File: config.mk
export PLATFORM = sky130hd
export DESIGN_NAME = radio_packet_sample_deframer_core
export DESIGN_NICKNAME = d
export VERILOG_FILES = /design/src/rtl/core/rpsd_pkg.sv /design/src/rtl/core/rpsd_group_lanes.sv /design/src/rtl/core/rpsd_parser.sv /design/src/rtl/core/radio_packet_sample_deframer_core.sv
export VERILOG_INCLUDE_DIRS = /design/src /design/src/rtl/core
export SDC_FILE = /design/constraint.sdc
export NUM_CORES = 1
export LEC_CHECK = 0
export BUFFER_PORTS_ARGS = -buffer_cell sky130_fd_sc_hd__buf_4
export CORE_MARGIN = 3
export CORE_UTILIZATION = 40
export DETAILED_ROUTE_END_ITERATION = 7
export HOLD_SLACK_MARGIN = 0.15
export MAX_ROUTING_LAYER = met4
export PLACE_DENSITY_LB_ADDON = 0.15
export SETUP_SLACK_MARGIN = 0.5
export SLEW_MARGIN = 15
export SYNTH_ARGS = -nofsm -noshare
export SYNTH_HDL_FRONTEND = slang
export SYNTH_SLANG_ARGS = --single-unit
File: constraint.sdc
create_clock -name clk_i -period 29.4 [get_ports clk_i]
set_clock_uncertainty 0.2 [all_clocks]
set_input_delay 4.41 -clock clk_i [delete_from_list [all_inputs] [get_ports clk_i]]
set_output_delay 4.41 -clock clk_i [all_outputs]
set_load 0.02 [all_outputs]
File: src/rtl/core/radio_packet_sample_deframer_core_macros.svh
// Assertion helpers for the sample deframer core.
// Every check is sampled on the rising clock edge and is held off while reset is low.
`ifndef RADIO_PACKET_SAMPLE_DEFRAMER_CORE_MACROS_SVH
`define RADIO_PACKET_SAMPLE_DEFRAMER_CORE_MACROS_SVH

// Concurrent check with a fixed report text.
`define RPSD_ASSERT(name, prop) \
  name: assert property (@(posedge clk_i) disable iff (!rst_ni) (prop)) \
    else $error("rpsd core check failed");

// Concurrent check with a caller-supplied report text.
`define RPSD_ASSERT_MSG(name, prop, msg) \
  name: assert property (@(posedge clk_i) disable iff (!rst_ni) (prop)) \
    else $error(msg);

`endif

File: src/rtl/core/rpsd_pkg.sv
`timescale 1ns / 1ps
package rpsd_pkg;

  // Result kinds
  localparam logic [2:0] KIND_HEADER  = 3'd0;
  localparam logic [2:0] KIND_CONTROL = 3'd1;
  localparam logic [2:0] KIND_IQ      = 3'd2;
  localparam logic [2:0] KIND_MIC     = 3'd3;
  localparam logic [2:0] KIND_ERROR   = 3'd4;

  // Error codes
  localparam logic [1:0] ERR_BAD_HEADER   = 2'd0;
  localparam logic [1:0] ERR_BAD_PKT_TYPE = 2'd1;
  localparam logic [1:0] ERR_BAD_ENDPOINT = 2'd2;
  localparam logic [1:0] ERR_SYNC         = 2'd3;

  // Configuration register indexes
  localparam logic CFG_RECEIVER_COUNT = 1'b0;
  localparam logic CFG_SYNC_BYTE      = 1'b1;

  localparam logic [3:0] RX_COUNT_RESET  = 4'd1;
  localparam logic [7:0] SYNC_BYTE_RESET = 8'd127;
  localparam logic [3:0] RX_COUNT_LIMIT  = 4'd8;

  // Header layout
  localparam int         HDR_BYTES       = 8;
  localparam logic [7:0] HDR_MAGIC0      = 8'hEF;
  localparam logic [7:0] HDR_MAGIC1      = 8'hFE;
  localparam logic [7:0] PKT_TYPE_DATA   = 8'd1;
  localparam logic [7:0] PKT_TYPE_DISC_A = 8'd2;
  localparam logic [7:0] PKT_TYPE_DISC_B = 8'd3;
  localparam logic [7:0] EP_SAMPLES      = 8'd6;
  localparam logic [7:0] EP_IGNORED      = 8'd4;

  // Sub-frame layout
  localparam int SYNC_BYTES      = 3;
  localparam int CTRL_LAST       = 7;
  localparam int GROUP_AREA_BASE = 8;

  typedef struct packed {
    logic [7:0] data_byte;
    logic       end_of_datagram;
  } in_item_t;

  typedef struct packed {
    logic [2:0]         result_kind;
    logic [7:0]         endpoint;
    logic [31:0]        sequence_number;
    logic [39:0]        control_bytes;
    logic [2:0]         receiver_index;
    logic signed [23:0] i_sample;
    logic signed [23:0] q_sample;
    logic signed [15:0] mic_sample;
    logic [1:0]         error_code;
    logic               halted;
  } out_item_t;

  // Group tracker control from the parser
  typedef struct packed {
    logic restart;
    logic advance;
  } lane_ctrl_t;

  // Group position of the current byte for the selected receiver count
  typedef struct packed {
    logic       in_group;
    logic       iq_done;
    logic       mic_done;
    logic [2:0] rx;
  } grp_info_t;

  // Parser status
  typedef struct packed {
    logic halted;
    logic drop_rest;
  } par_stat_t;

  // Bytes at the end of a sub-frame that carry no sample groups
  function automatic int usable_slack(input int rx_count);
    int slack;
    case (rx_count)
      3:       slack = 4;
      4:       slack = 10;
      5:       slack = 24;
      6:       slack = 10;
      7:       slack = 20;
      8:       slack = 4;
      default: slack = 0;
    endcase
    return slack;
  endfunction

  // Quotient by 6 for a 6-bit value (reciprocal 43/256 is exact below 64)
  function automatic logic [3:0] div6(input logic [5:0] val);
    logic [11:0] prod;
    prod = {6'd0, val} * 12'd43;
    return prod[11:8];
  endfunction

  function automatic logic [2:0] mod6(input logic [5:0] val);
    logic [3:0] quo;
    logic [5:0] mul;
    quo = div6(val);
    mul = {quo[3:0], 2'b00} + {1'b0, quo[3:0], 1'b0};
    return 3'(val - mul);
  endfunction

endpackage

File: src/rtl/core/rpsd_group_lanes.sv
`timescale 1ns / 1ps
module rpsd_group_lanes #(
  parameter int SUBFRAME_BYTES = 512,
  parameter int MAX_RECEIVERS  = 8,
  parameter int SPW            = $clog2(SUBFRAME_BYTES)
) (
  input  logic                clk_i,
  input  logic                rst_ni,
  input  rpsd_pkg::lane_ctrl_t ctrl_i,
  input  logic [3:0]          rx_count_i,
  output rpsd_pkg::grp_info_t  grp_o
);
  import rpsd_pkg::*;

  localparam int STW = SPW + 2;

  grp_info_t lane_info [MAX_RECEIVERS];

  // One tracker per receiver count, so a count change between bytes
  // finds its group position already known.
  for (genvar l = 1; l <= MAX_RECEIVERS; l++) begin : g_lane
    localparam int GS = 6 * l + 2;
    localparam logic [STW-1:0] GS_V     = STW'(GS);
    localparam logic [STW-1:0] USABLE_V = STW'(SUBFRAME_BYTES - usable_slack(l));
    localparam logic [STW-1:0] SB_V     = STW'(SUBFRAME_BYTES);
    localparam logic [STW-1:0] BASE_V   = STW'(GROUP_AREA_BASE);

    logic [5:0]     off_q, off_d;
    logic [STW-1:0] start_q, start_d;
    logic [STW-1:0] start_end;
    logic [3:0]     quo;
    logic [2:0]     rem;

    assign start_end = start_q + GS_V;
    assign quo       = div6(off_q);
    assign rem       = mod6(off_q);

    always_comb begin
      lane_info[l-1].in_group = (start_q < USABLE_V) && (start_end <= SB_V);
      lane_info[l-1].iq_done  = (off_q < 6'(6 * l)) && (rem == 3'd5);
      lane_info[l-1].mic_done = (off_q == 6'(6 * l + 1));
      lane_info[l-1].rx       = quo[2:0];
    end

    always_comb begin
      off_d   = off_q;
      start_d = start_q;
      if (ctrl_i.restart) begin
        off_d   = '0;
        start_d = BASE_V;
      end else if (ctrl_i.advance) begin
        if (off_q == 6'(GS - 1)) begin
          off_d   = '0;
          start_d = start_end;
        end else begin
          off_d = off_q + 6'd1;
        end
      end
    end

    always_ff @(posedge clk_i or negedge rst_ni) begin
      if (!rst_ni) begin
        off_q   <= '0;
        start_q <= '0;
      end else begin
        off_q   <= off_d;
        start_q <= start_d;
      end
    end
  end

  always_comb begin
    grp_o = '0;
    for (int l = 1; l <= MAX_RECEIVERS; l++) begin
      if (rx_count_i == 4'(l)) begin
        grp_o = lane_info[l-1];
      end
    end
  end

endmodule

File: src/rtl/core/rpsd_parser.sv
`timescale 1ns / 1ps
module rpsd_parser #(
  parameter int SUBFRAME_BYTES = 512,
  parameter int MAX_RECEIVERS  = 8
) (
  input  logic                clk_i,
  input  logic                rst_ni,
  input  logic                step_i,
  input  rpsd_pkg::in_item_t   item_i,
  input  logic [3:0]          rx_count_i,
  input  logic [7:0]          sync_byte_i,
  output logic                res_valid_o,
  output rpsd_pkg::out_item_t  res_o,
  output rpsd_pkg::par_stat_t  stat_o
);
  import rpsd_pkg::*;

  localparam int CAP = HDR_BYTES + 2 * SUBFRAME_BYTES;
  localparam int PPW = $clog2(CAP + 1);
  localparam int SPW = $clog2(SUBFRAME_BYTES);

  localparam logic [PPW-1:0] CAP_V = PPW'(CAP);
  localparam logic [PPW-1:0] HDR_V = PPW'(HDR_BYTES);
  localparam logic [SPW:0]   SB_V  = (SPW+1)'(SUBFRAME_BYTES);

  logic [PPW-1:0] pp_q, pp_d;
  logic [SPW-1:0] sp_q, sp_d;
  logic [47:0]    acc_q, acc_d;
  logic [7:0]     ep_q, ep_d;
  logic [31:0]    seq_q, seq_d;
  logic           drop_q, drop_d;
  logic           halt_q, halt_d;

  logic [7:0]     b;
  logic [47:0]    acc_sh;
  logic [SPW:0]   sp_inc;
  logic           work;
  lane_ctrl_t     lctrl;
  grp_info_t      grp;

  assign b      = item_i.data_byte;
  assign acc_sh = {acc_q[39:0], b};
  assign sp_inc = {1'b0, sp_q} + (SPW+1)'(1);
  assign work   = step_i && !halt_q && !drop_q && (pp_q < CAP_V);

  always_comb begin
    lctrl.restart = work && (pp_q >= HDR_V) && (sp_q == SPW'(CTRL_LAST));
    lctrl.advance = work && (pp_q >= HDR_V) && (sp_q >= SPW'(GROUP_AREA_BASE));
  end

  rpsd_group_lanes #(
    .SUBFRAME_BYTES (SUBFRAME_BYTES),
    .MAX_RECEIVERS  (MAX_RECEIVERS),
    .SPW            (SPW)
  ) u_lanes (
    .clk_i      (clk_i),
    .rst_ni     (rst_ni),
    .ctrl_i     (lctrl),
    .rx_count_i (rx_count_i),
    .grp_o      (grp)
  );

  always_comb begin
    pp_d        = pp_q;
    sp_d        = sp_q;
    acc_d       = acc_q;
    ep_d        = ep_q;
    seq_d       = seq_q;
    drop_d      = drop_q;
    halt_d      = halt_q;
    res_valid_o = 1'b0;
    res_o       = '0;

    if (work) begin
      if (pp_q < HDR_V) begin
        case (pp_q[2:0])
          3'd0: begin
            acc_d = {40'd0, b};
          end
          3'd1: begin
            if (acc_q != {40'd0, HDR_MAGIC0} || b != HDR_MAGIC1) begin
              drop_d             = 1'b1;
              res_valid_o        = 1'b1;
              res_o.result_kind  = KIND_ERROR;
              res_o.error_code   = ERR_BAD_HEADER;
            end
          end
          3'd2: begin
            if (b == PKT_TYPE_DISC_A || b == PKT_TYPE_DISC_B) begin
              drop_d = 1'b1;
            end else if (b != PKT_TYPE_DATA) begin
              halt_d            = 1'b1;
              res_valid_o       = 1'b1;
              res_o.result_kind = KIND_ERROR;
              res_o.error_code  = ERR_BAD_PKT_TYPE;
              res_o.halted      = 1'b1;
            end
          end
          3'd3: begin
            ep_d  = b;
            seq_d = '0;
          end
          default: begin
            seq_d = {seq_q[23:0], b};
            if (pp_q[2:0] == 3'd7) begin
              sp_d                  = '0;
              acc_d                 = '0;
              res_valid_o           = 1'b1;
              res_o.endpoint        = ep_q;
              res_o.sequence_number = seq_d;
              if (ep_q == EP_SAMPLES || ep_q == EP_IGNORED) begin
                if (ep_q == EP_IGNORED) begin
                  drop_d = 1'b1;
                end
                res_o.result_kind = KIND_HEADER;
              end else begin
                halt_d            = 1'b1;
                res_o.result_kind = KIND_ERROR;
                res_o.error_code  = ERR_BAD_ENDPOINT;
                res_o.halted      = 1'b1;
              end
            end
          end
        endcase
      end else begin
        sp_d = (sp_inc >= SB_V) ? '0 : sp_inc[SPW-1:0];
        if (sp_q < SPW'(SYNC_BYTES)) begin
          if (b != sync_byte_i) begin
            halt_d                = 1'b1;
            res_valid_o           = 1'b1;
            res_o.result_kind     = KIND_ERROR;
            res_o.endpoint        = ep_q;
            res_o.sequence_number = seq_q;
            res_o.error_code      = ERR_SYNC;
            res_o.halted          = 1'b1;
          end
        end else if (sp_q < SPW'(GROUP_AREA_BASE)) begin
          acc_d = acc_sh;
          if (sp_q == SPW'(CTRL_LAST)) begin
            acc_d               = '0;
            res_valid_o         = 1'b1;
            res_o.result_kind   = KIND_CONTROL;
            res_o.control_bytes = acc_sh[39:0];
          end
        end else if (grp.in_group) begin
          acc_d = acc_sh;
          if (grp.iq_done) begin
            res_valid_o          = 1'b1;
            res_o.result_kind    = KIND_IQ;
            res_o.receiver_index = grp.rx;
            res_o.i_sample       = acc_sh[47:24];
            res_o.q_sample       = acc_sh[23:0];
          end else if (grp.mic_done) begin
            res_valid_o       = 1'b1;
            res_o.result_kind = KIND_MIC;
            res_o.mic_sample  = acc_sh[15:0];
          end
        end
      end
    end

    if (step_i && !halt_q) begin
      if (pp_q < CAP_V) begin
        pp_d = pp_q + PPW'(1);
      end
      if (item_i.end_of_datagram && !halt_d) begin
        pp_d   = '0;
        sp_d   = '0;
        acc_d  = '0;
        drop_d = 1'b0;
      end
    end
  end

  always_ff @(posedge clk_i or negedge rst_ni) begin
    if (!rst_ni) begin
      pp_q   <= '0;
      sp_q   <= '0;
      acc_q  <= '0;
      ep_q   <= '0;
      seq_q  <= '0;
      drop_q <= 1'b0;
      halt_q <= 1'b0;
    end else begin
      pp_q   <= pp_d;
      sp_q   <= sp_d;
      acc_q  <= acc_d;
      ep_q   <= ep_d;
      seq_q  <= seq_d;
      drop_q <= drop_d;
      halt_q <= halt_d;
    end
  end

  always_comb begin
    stat_o.halted    = halt_q;
    stat_o.drop_rest = drop_q;
  end

endmodule

File: src/rtl/core/radio_packet_sample_deframer_core.sv
`timescale 1ns / 1ps
// Sample stream deframer: takes datagram payload one byte per transfer, with
// end_of_datagram on the last byte, checks the 8-byte packet header and emits
// a header result, then splits each sub-frame of endpoint 6 into its control
// bytes, one I/Q result per receiver and a mic result per sample group. Bad
// header magic drops the datagram with a non-fatal error; a bad packet type,
// an endpoint other than 4 or 6, or a sync mismatch emits a fatal error and
// the core then discards every byte until reset. Each byte is held in the input
// register and its result in the result register; throughput is one byte per
// cycle while the receiver does not stall the output. Configuration writes
// apply to bytes that reach the parser afterward.
module radio_packet_sample_deframer_core #(
  parameter int SUBFRAME_BYTES = 512,
  parameter int MAX_RECEIVERS  = 8
) (
  input  logic                clk_i,
  input  logic                rst_ni,
  input  logic                in_valid_i,
  output logic                in_stall_o,
  input  rpsd_pkg::in_item_t   in_data_i,
  output logic                out_valid_o,
  input  logic                out_stall_i,
  output rpsd_pkg::out_item_t  out_data_o,
  input  logic                cfg_we_i,
  input  logic                cfg_idx_i,
  input  logic [7:0]          cfg_data_i
);
  import rpsd_pkg::*;
  `include "radio_packet_sample_deframer_core_macros.svh"

  // Configuration registers
  logic [3:0] rx_count_q;
  logic [7:0] sync_byte_q;
  logic [3:0] rx_eff;

  // Input and result registers
  in_item_t   in_q;
  logic       in_vld_q;
  out_item_t  out_q;
  logic       out_vld_q;

  logic       advance;
  logic       in_xfer;
  logic       par_valid;
  out_item_t  par_res;
  par_stat_t  par_stat;

  always_ff @(posedge clk_i or negedge rst_ni) begin
    if (!rst_ni) begin
      rx_count_q  <= RX_COUNT_RESET;
      sync_byte_q <= SYNC_BYTE_RESET;
    end else if (cfg_we_i) begin
      case (cfg_idx_i)
        CFG_RECEIVER_COUNT: rx_count_q  <= cfg_data_i[3:0];
        CFG_SYNC_BYTE:      sync_byte_q <= cfg_data_i;
        default: ;
      endcase
    end
  end

  // Clamp the receiver count: zero counts as one, and cap at eight and at the lane count.
  always_comb begin
    rx_eff = rx_count_q;
    if (rx_eff == 4'd0) begin
      rx_eff = 4'd1;
    end
    if (rx_eff > RX_COUNT_LIMIT) begin
      rx_eff = RX_COUNT_LIMIT;
    end
    if (rx_eff > 4'(MAX_RECEIVERS)) begin
      rx_eff = 4'(MAX_RECEIVERS);
    end
  end

  // Advance the held byte whenever the result register is free or draining.
  assign advance    = in_vld_q && (!out_vld_q || !out_stall_i);
  assign in_stall_o = in_vld_q && !advance;
  assign in_xfer    = in_valid_i && !in_stall_o;

  always_ff @(posedge clk_i or negedge rst_ni) begin
    if (!rst_ni) begin
      in_vld_q <= 1'b0;
    end else if (in_xfer) begin
      in_vld_q <= 1'b1;
    end else if (advance) begin
      in_vld_q <= 1'b0;
    end
  end

  always_ff @(posedge clk_i) begin
    if (in_xfer) begin
      in_q <= in_data_i;
    end
  end

  rpsd_parser #(
    .SUBFRAME_BYTES (SUBFRAME_BYTES),
    .MAX_RECEIVERS  (MAX_RECEIVERS)
  ) u_parser (
    .clk_i       (clk_i),
    .rst_ni      (rst_ni),
    .step_i      (advance),
    .item_i      (in_q),
    .rx_count_i  (rx_eff),
    .sync_byte_i (sync_byte_q),
    .res_valid_o (par_valid),
    .res_o       (par_res),
    .stat_o      (par_stat)
  );

  // Load a new result, or drop the old one once its transfer completes.
  always_ff @(posedge clk_i or negedge rst_ni) begin
    if (!rst_ni) begin
      out_vld_q <= 1'b0;
    end else if (advance && par_valid) begin
      out_vld_q <= 1'b1;
    end else if (!out_stall_i) begin
      out_vld_q <= 1'b0;
    end
  end

  always_ff @(posedge clk_i) begin
    if (advance && par_valid) begin
      out_q <= par_res;
    end
  end

  assign out_valid_o = out_vld_q;
  assign out_data_o  = out_q;

  // A halted parser never produces another result.
  `RPSD_ASSERT_MSG(a_halt_silent, par_stat.halted |-> !par_valid, "result after halt")
  // Only fatal errors carry the halted flag.
  `RPSD_ASSERT_MSG(a_halt_kind,
    out_vld_q && out_q.halted |->
      out_q.result_kind == KIND_ERROR && out_q.error_code != ERR_BAD_HEADER,
    "halted flag on a non-fatal result")
  // A fresh result always comes from a byte that advanced out of the input register.
  `RPSD_ASSERT(a_load_source, $rose(out_vld_q) |-> $past(advance) && $past(par_valid))

endmodule

== After elaboration in Yosys (flattened, before gate mapping) ==
Cells that the tools add are included.

* Register bits: 422
* Input port bits: 23
* Word-level logic and storage cells: 373

* Add/subtract/negate cells: 34
* $mul: 8
* Order comparisons: 33
* Equal/unequal tests: 38
* Mux-type cells: 141
* Bitwise logic cells: 8
* Reductions and logical operators: 72

{| class="wikitable"
|+ Operator list
! cell !! count
|-
| 48-bit two-way mux || 9
|-
| 11-bit two-way mux || 26
|-
| 6-bit two-way mux || 32
|-
| 43-bit two-way mux || 3
|-
| 48-bit one-hot mux with 2 select lines || 1
|-
| 11-bit by 10-bit less-or-equal comparator with 1-bit output, second input constant || 8
|-
| 6-bit by 6-bit multiplier with 11-bit output, second input constant || 8
|-
| 40-bit two-way mux || 2
|-
| 11-bit by 9-bit less-than comparator with 1-bit output, second input constant || 6
|-
| 32-bit one-hot mux with 2 select lines || 1
|-
| 9-bit two-way mux || 7
|-
| 6-bit by 1-bit adder with 6-bit output, second input constant || 8
|-
| 48-bit by 8-bit != test with 1-bit output, second input constant || 1
|-
| 11-bit by 6-bit adder with 11-bit output, second input constant || 4
|-
| 3-bit two-way mux || 13
|-
| 1-bit two-way mux || 35
|-
| 3-bit == test, second input constant || 9
|-
| 1-bit logical AND || 27
|-
| 3-bit adder || 8
|-
| 3-bit subtractor || 8
|-
| 11-bit by 4-bit adder with 11-bit output, second input constant || 2
|-
| 11-bit by 5-bit adder with 11-bit output, second input constant || 2
|-
| 11-bit by 10-bit less-than comparator with 1-bit output, second input constant || 2
|-
| 2-bit AND reduction || 11
|-
| other kinds (50) || 101
|}

== Depth between registers and ports, before layout ==
* Depth after elaboration: 24
* Mapped depth: 23

== Modules after synthesis ==
A second synthesis with hierarchy kept.

* Cells, all modules: 2381
* Area, all modules: 24392.1 sq um

{| class="wikitable"
|+ Modules (own cells, without submodules)
! module !! times used !! cells an instance !! area an instance (sq um)
|-
| rpsd_group_lanes || 1 || 1430 || 12329.3
|-
| rpsd_parser || 1 || 747 || 6603.8
|-
| radio_packet_sample_deframer_core || 1 || 204 || 5459.0
|}

== Least setup slack after synthesis ==
Ideal clock, no wire load.

* Kind: input to register
* Start: in out_stall_i
* End: reg out_q (netlist bit out_data_o[0]) (enable)
* Library setup time: 667 ps
* Data arrival time: 11892 ps
* Path slack: 16640 ps
* Cell stages on the path: 6
* Cells stage by stage: a21bo_2 > or3_1 > nor2_1 > clkbuf_1 > o211ai_1 > nor2_1

* Word-level cells in the longest chain between the ends: 8

{| class="wikitable"
|+ Ends and longest elaborated chain
! element !! line !! source
|-
| from (decl) || radio_packet_sample_deframer_core.sv:22 || <nowiki>input logic out_stall_i,</nowiki>
|-
| 1-bit logical NOT * || - ||
|-
| 1-bit logical OR * || radio_packet_sample_deframer_core.sv:76 || <nowiki>assign advance = in_vld_q && (!out_vld_q || !out_stall_i);</nowiki>
|-
| 1-bit logical AND * || radio_packet_sample_deframer_core.sv:76 ||
|-
| 1-bit logical AND (3 in series) || rpsd_parser.sv:44 || <nowiki>assign work = step_i && !halt_q && !drop_q && (pp_q < CAP_V);</nowiki>
|-
| 1-bit two-way mux || rpsd_parser.sv:74 || <nowiki>if (work) begin</nowiki>
|-
| 1-bit logical AND * || radio_packet_sample_deframer_core.sv:123 || <nowiki>if (advance && par_valid) begin</nowiki>
|-
| to (signal assigned) || radio_packet_sample_deframer_core.sv:124 || <nowiki>out_q <= par_res;</nowiki>
|-
| to (decl) || radio_packet_sample_deframer_core.sv:39 || <nowiki>out_item_t out_q;</nowiki>
|}

Every way passes the cells marked *; elsewhere a longest branch is shown, timed or not.
A chain may end at the register's enable or synchronous reset.

== Worst setup path after layout ==
* Start: in out_stall_i
* End: out in_stall_o

* Word-level cells in the longest chain between the ends: 5

{| class="wikitable"
|+ Ends and longest elaborated chain
! element !! line !! source
|-
| 1-bit logical NOT || - ||
|-
| 1-bit logical OR || radio_packet_sample_deframer_core.sv:76 ||
|-
| 1-bit logical AND || radio_packet_sample_deframer_core.sv:76 ||
|-
| 1-bit logical NOT || radio_packet_sample_deframer_core.sv:77 || <nowiki>assign in_stall_o = in_vld_q && !advance;</nowiki>
|-
| 1-bit logical AND || radio_packet_sample_deframer_core.sv:77 ||
|-
| to (decl) || radio_packet_sample_deframer_core.sv:19 || <nowiki>output logic in_stall_o,</nowiki>
|}

Every way passes these cells.

==> metrics <==
Root Buffer=clkbuf_16; combinational fraction of design power=between 10% and 20%; grt ovf=0; Slew HR=21.0%; Arr. time, crit path=about 5 ns; register area share after synthesis=roughly 45%; sequential cell area=about 11000 um^2; syn avg cell area=10.4 um^2; Sw Share=29.7%; Final WS setup=~20 ns; pin count of the biggest net entering global routing=around 100; insertion delay to the later sink of the worst-skew pair=around 0.57 ns; DR WL/cell=roughly 18 um; fmax=about 100 MHz; Detailed Route Iter0 Violations=about 1200; CP max FO=3; internal power=between 1 and 1.5 mW; Net Sw Power=444 uW; leakage power=12.7 nW; critical path class=input port to output pin; Max clock buf depth=3; total track usage=about a fifth; Worst-path clk slew=0.06 ns; Final period util=32.5%; Initial Utilization=about two fifths; syn nets=2684; share of total power in the clock network=~37%; CP endpoint kind=output pin; via count=approximately 18000; Post-DP HPWL=42100 um; CTS tree=built; routability congestion estimate=about 0.84; Hold Fails Final Rpt=0; actual slew at the worst max-slew pin=1.17 ns; layout cells sized above 1=12.7%; CTS resizes=0; Detail Route Antenna Nets=0; Post-Syn Area=24500 um^2; Max Cap Viol=0; YS warnings=0; Post-CTS Hold Fix Bufs=0; full die area=64300 um^2; outcome=finished clean; post-synth top area share=24.2%; nets@finish=roughly 2800; initial antenna violation count=1; final WL=about 60000 um; H-tree depth=2; CP Launch Type=input port; Rows=90; TritonCTS Buffers=45; Synth Instances=2369; multi-input logic area=12400 um^2; post-DR vias/cell=between 5 and 6; Max Slew Vio Count=0; biggest area consumer among synthesized cells=dfrtp_1; worst vdd ir=~0.032 mV; drc violations=0; Die Y=approximately 250 um; Ports=between 150 and 200; pre-CTS WS=19.84 ns; Worst EP required=24.79 ns; RSZ-0062 raised after global routing=false; post-synth cell types=91; post-synthesis register bit count=407; IO buf count=roughly 180; core box area=~60000 um^2; async set or reset register ratio after synthesis=around 60%; ys flop type=dfrtp_1; hold crit path type=flop to flop; total setup buffers inserted after CTS=0; DRT Pass-1 Iters=5; total negative slack=0 ns; overall die width=254 um; Reg power frac=47.9%; first-pass GRT wire length=around 97000 um; PD cells=between 50 and 60 nW/um^2; Area contributors post-synth=dfrtp_1 24%, edfxtp_1 20%, ha_1 13%; Layout fillers=between 5000 and 6000; vias in the first global route=roughly 18000; Sink Count=407; final setup vio count=0; Post-synth EDFFs=between 150 and 200; Final min period=approximately 9.6 ns; Area Overhead vs Synth=14.3%
[metal layers]
metal	part of all wire [%]	GRT usage (%)	up-vias
li1	-	-	8681
met2	47	31.7	414
met5	0	-	-
met3	5.0	2.92	74
met1	45	25.4	8829
met4	2.1	4.60	0
[state kept, by name (all words and copies together), names as in the netlist, 4 cells and up]
signal and flops:
u_parser.acc_q 48, rx_count_q 4, u_parser.ep_q 8, in_q 9, u_parser.seq_q 32, u_parser.sp_q 9
sync_byte_q 8, u_parser.u_lanes.g_lane.off_q 48, u_parser.pp_q 11, u_parser.u_lanes.g_lane.start_q 73, out_data_o 153
[final timing paths]
check | startpoint | endpoint | slack [ns] | cells after the start
min in group asynchronous | rst_ni | u_parser.ep_q[3] | 3.64 | 1
hold / removal | u_parser.seq_q[28] | u_parser.seq_q[28] | 0.27 | 2
setup reg to reg | u_parser.u_lanes.g_lane[2].off_q[1] | out_data_o[58] | 21.65 | 21
hold reg to reg | u_parser.seq_q[28] | u_parser.seq_q[28] | 0.27 | 2
setup / recovery | out_stall_i | in_stall_o | 19.85 | 4
max in group asynchronous | rst_ni | u_parser.u_lanes.g_lane[2].off_q[5] | 23.70 | 2
[kinds of logic (layout without fill, tap and decap cells)]
family                   Yosys count  after routing  share of synthesized area [%]
XOR/XNOR                         122            122                           4.41
multiplexers                      32             32                           1.42
other                              0              1                              0
buffers and inverters            290            481                           4.76
adder cells (fa/ha/maj)          292            292                           15.9
AO/OA/AOI/OAI                    431            431                           12.0
AND/OR/NAND/NOR                  795            795                           16.6
flip-flops                       407            407                           44.9
[stage by stage]
step	utilization [%]	std cells	hold slack, ns	area [um^2]	power [mW]
2_1_floorplan	-	2369	0.229	24500	0.856
3_3_place_gp	44.0	3258	0.250	26600	0.950
3_5_place_dp	44.0	3258	0.254	26600	0.955
4_1_cts	46.4	3342	0.268	28000	1.51
5_1_grt	46.4	3343	0.287	28000	1.56
6_report	46.4	3343	0.265	28000	1.49
[critical path, stage by stage]
cell     delay (ns)
buf_4          0.12
nand3_1        0.18
inv_1          0.07
buf_4          0.16
[area by class of cell]
type	instances	area share, %
diodes	1	0.00893
clock buffers	60	4.36
clock inverters	24	0.714
inverters	201	2.69
multi-input cells	1672	44.2
flip-flops and latches	407	39.3
well taps	782	3.49
repair buffers	196	5.28
[placed cells by master (no fill, tap or decap), drive strengths merged, types with 41 or more instances in the layout]
cell	Yosys	layout
a21oi	86	86
a22o	75	75
and2	117	117
buf	24	196
clkbuf	65	60
dfrtp	237	237
edfxtp	162	162
ha	260	260
inv	201	204
nand2	239	239
nand3	57	57
nand3b	41	41
nor2	160	160
o21ai	107	107
xnor2	82	82
[Yosys cell counts, drive strengths merged, types with 5 or more instances]
cell type,instances
nor3,38
nand3,57
nor3b,7
a21o,7
or2,8
a221oi,9
mux2,23
and4,8
inv,201
buf,24
ha,260
nor4b,7
xor2,39
and2,117
or3,18
fa,32
edfxtp,162
and3,12
xnor2,82
mux2i,9
o21a,12
o211ai,11
a22oi,14
nor2,160
clkbuf,65
nor2b,13
nor4,16
o31ai,23
nand4,34
a31oi,12
dfstp,8
nand2b,8
o22ai,18
o41ai,5
a21oi,86
nand2,239
o21ai,107
a22o,75
dfrtp,237
nand3b,41
[power groups by stage]
stage	Clock [mW]	Combinational [mW]	Sequential (mW)
final	0.550	0.228	0.715
after global routing	0.588	0.249	0.722
after CTS	0.566	0.230	0.715
after detailed placement	0	0.229	0.726
after global placement	0	0.226	0.724
after floorplan	0	0.122	0.734
Power figures use the tool's default switching activity.
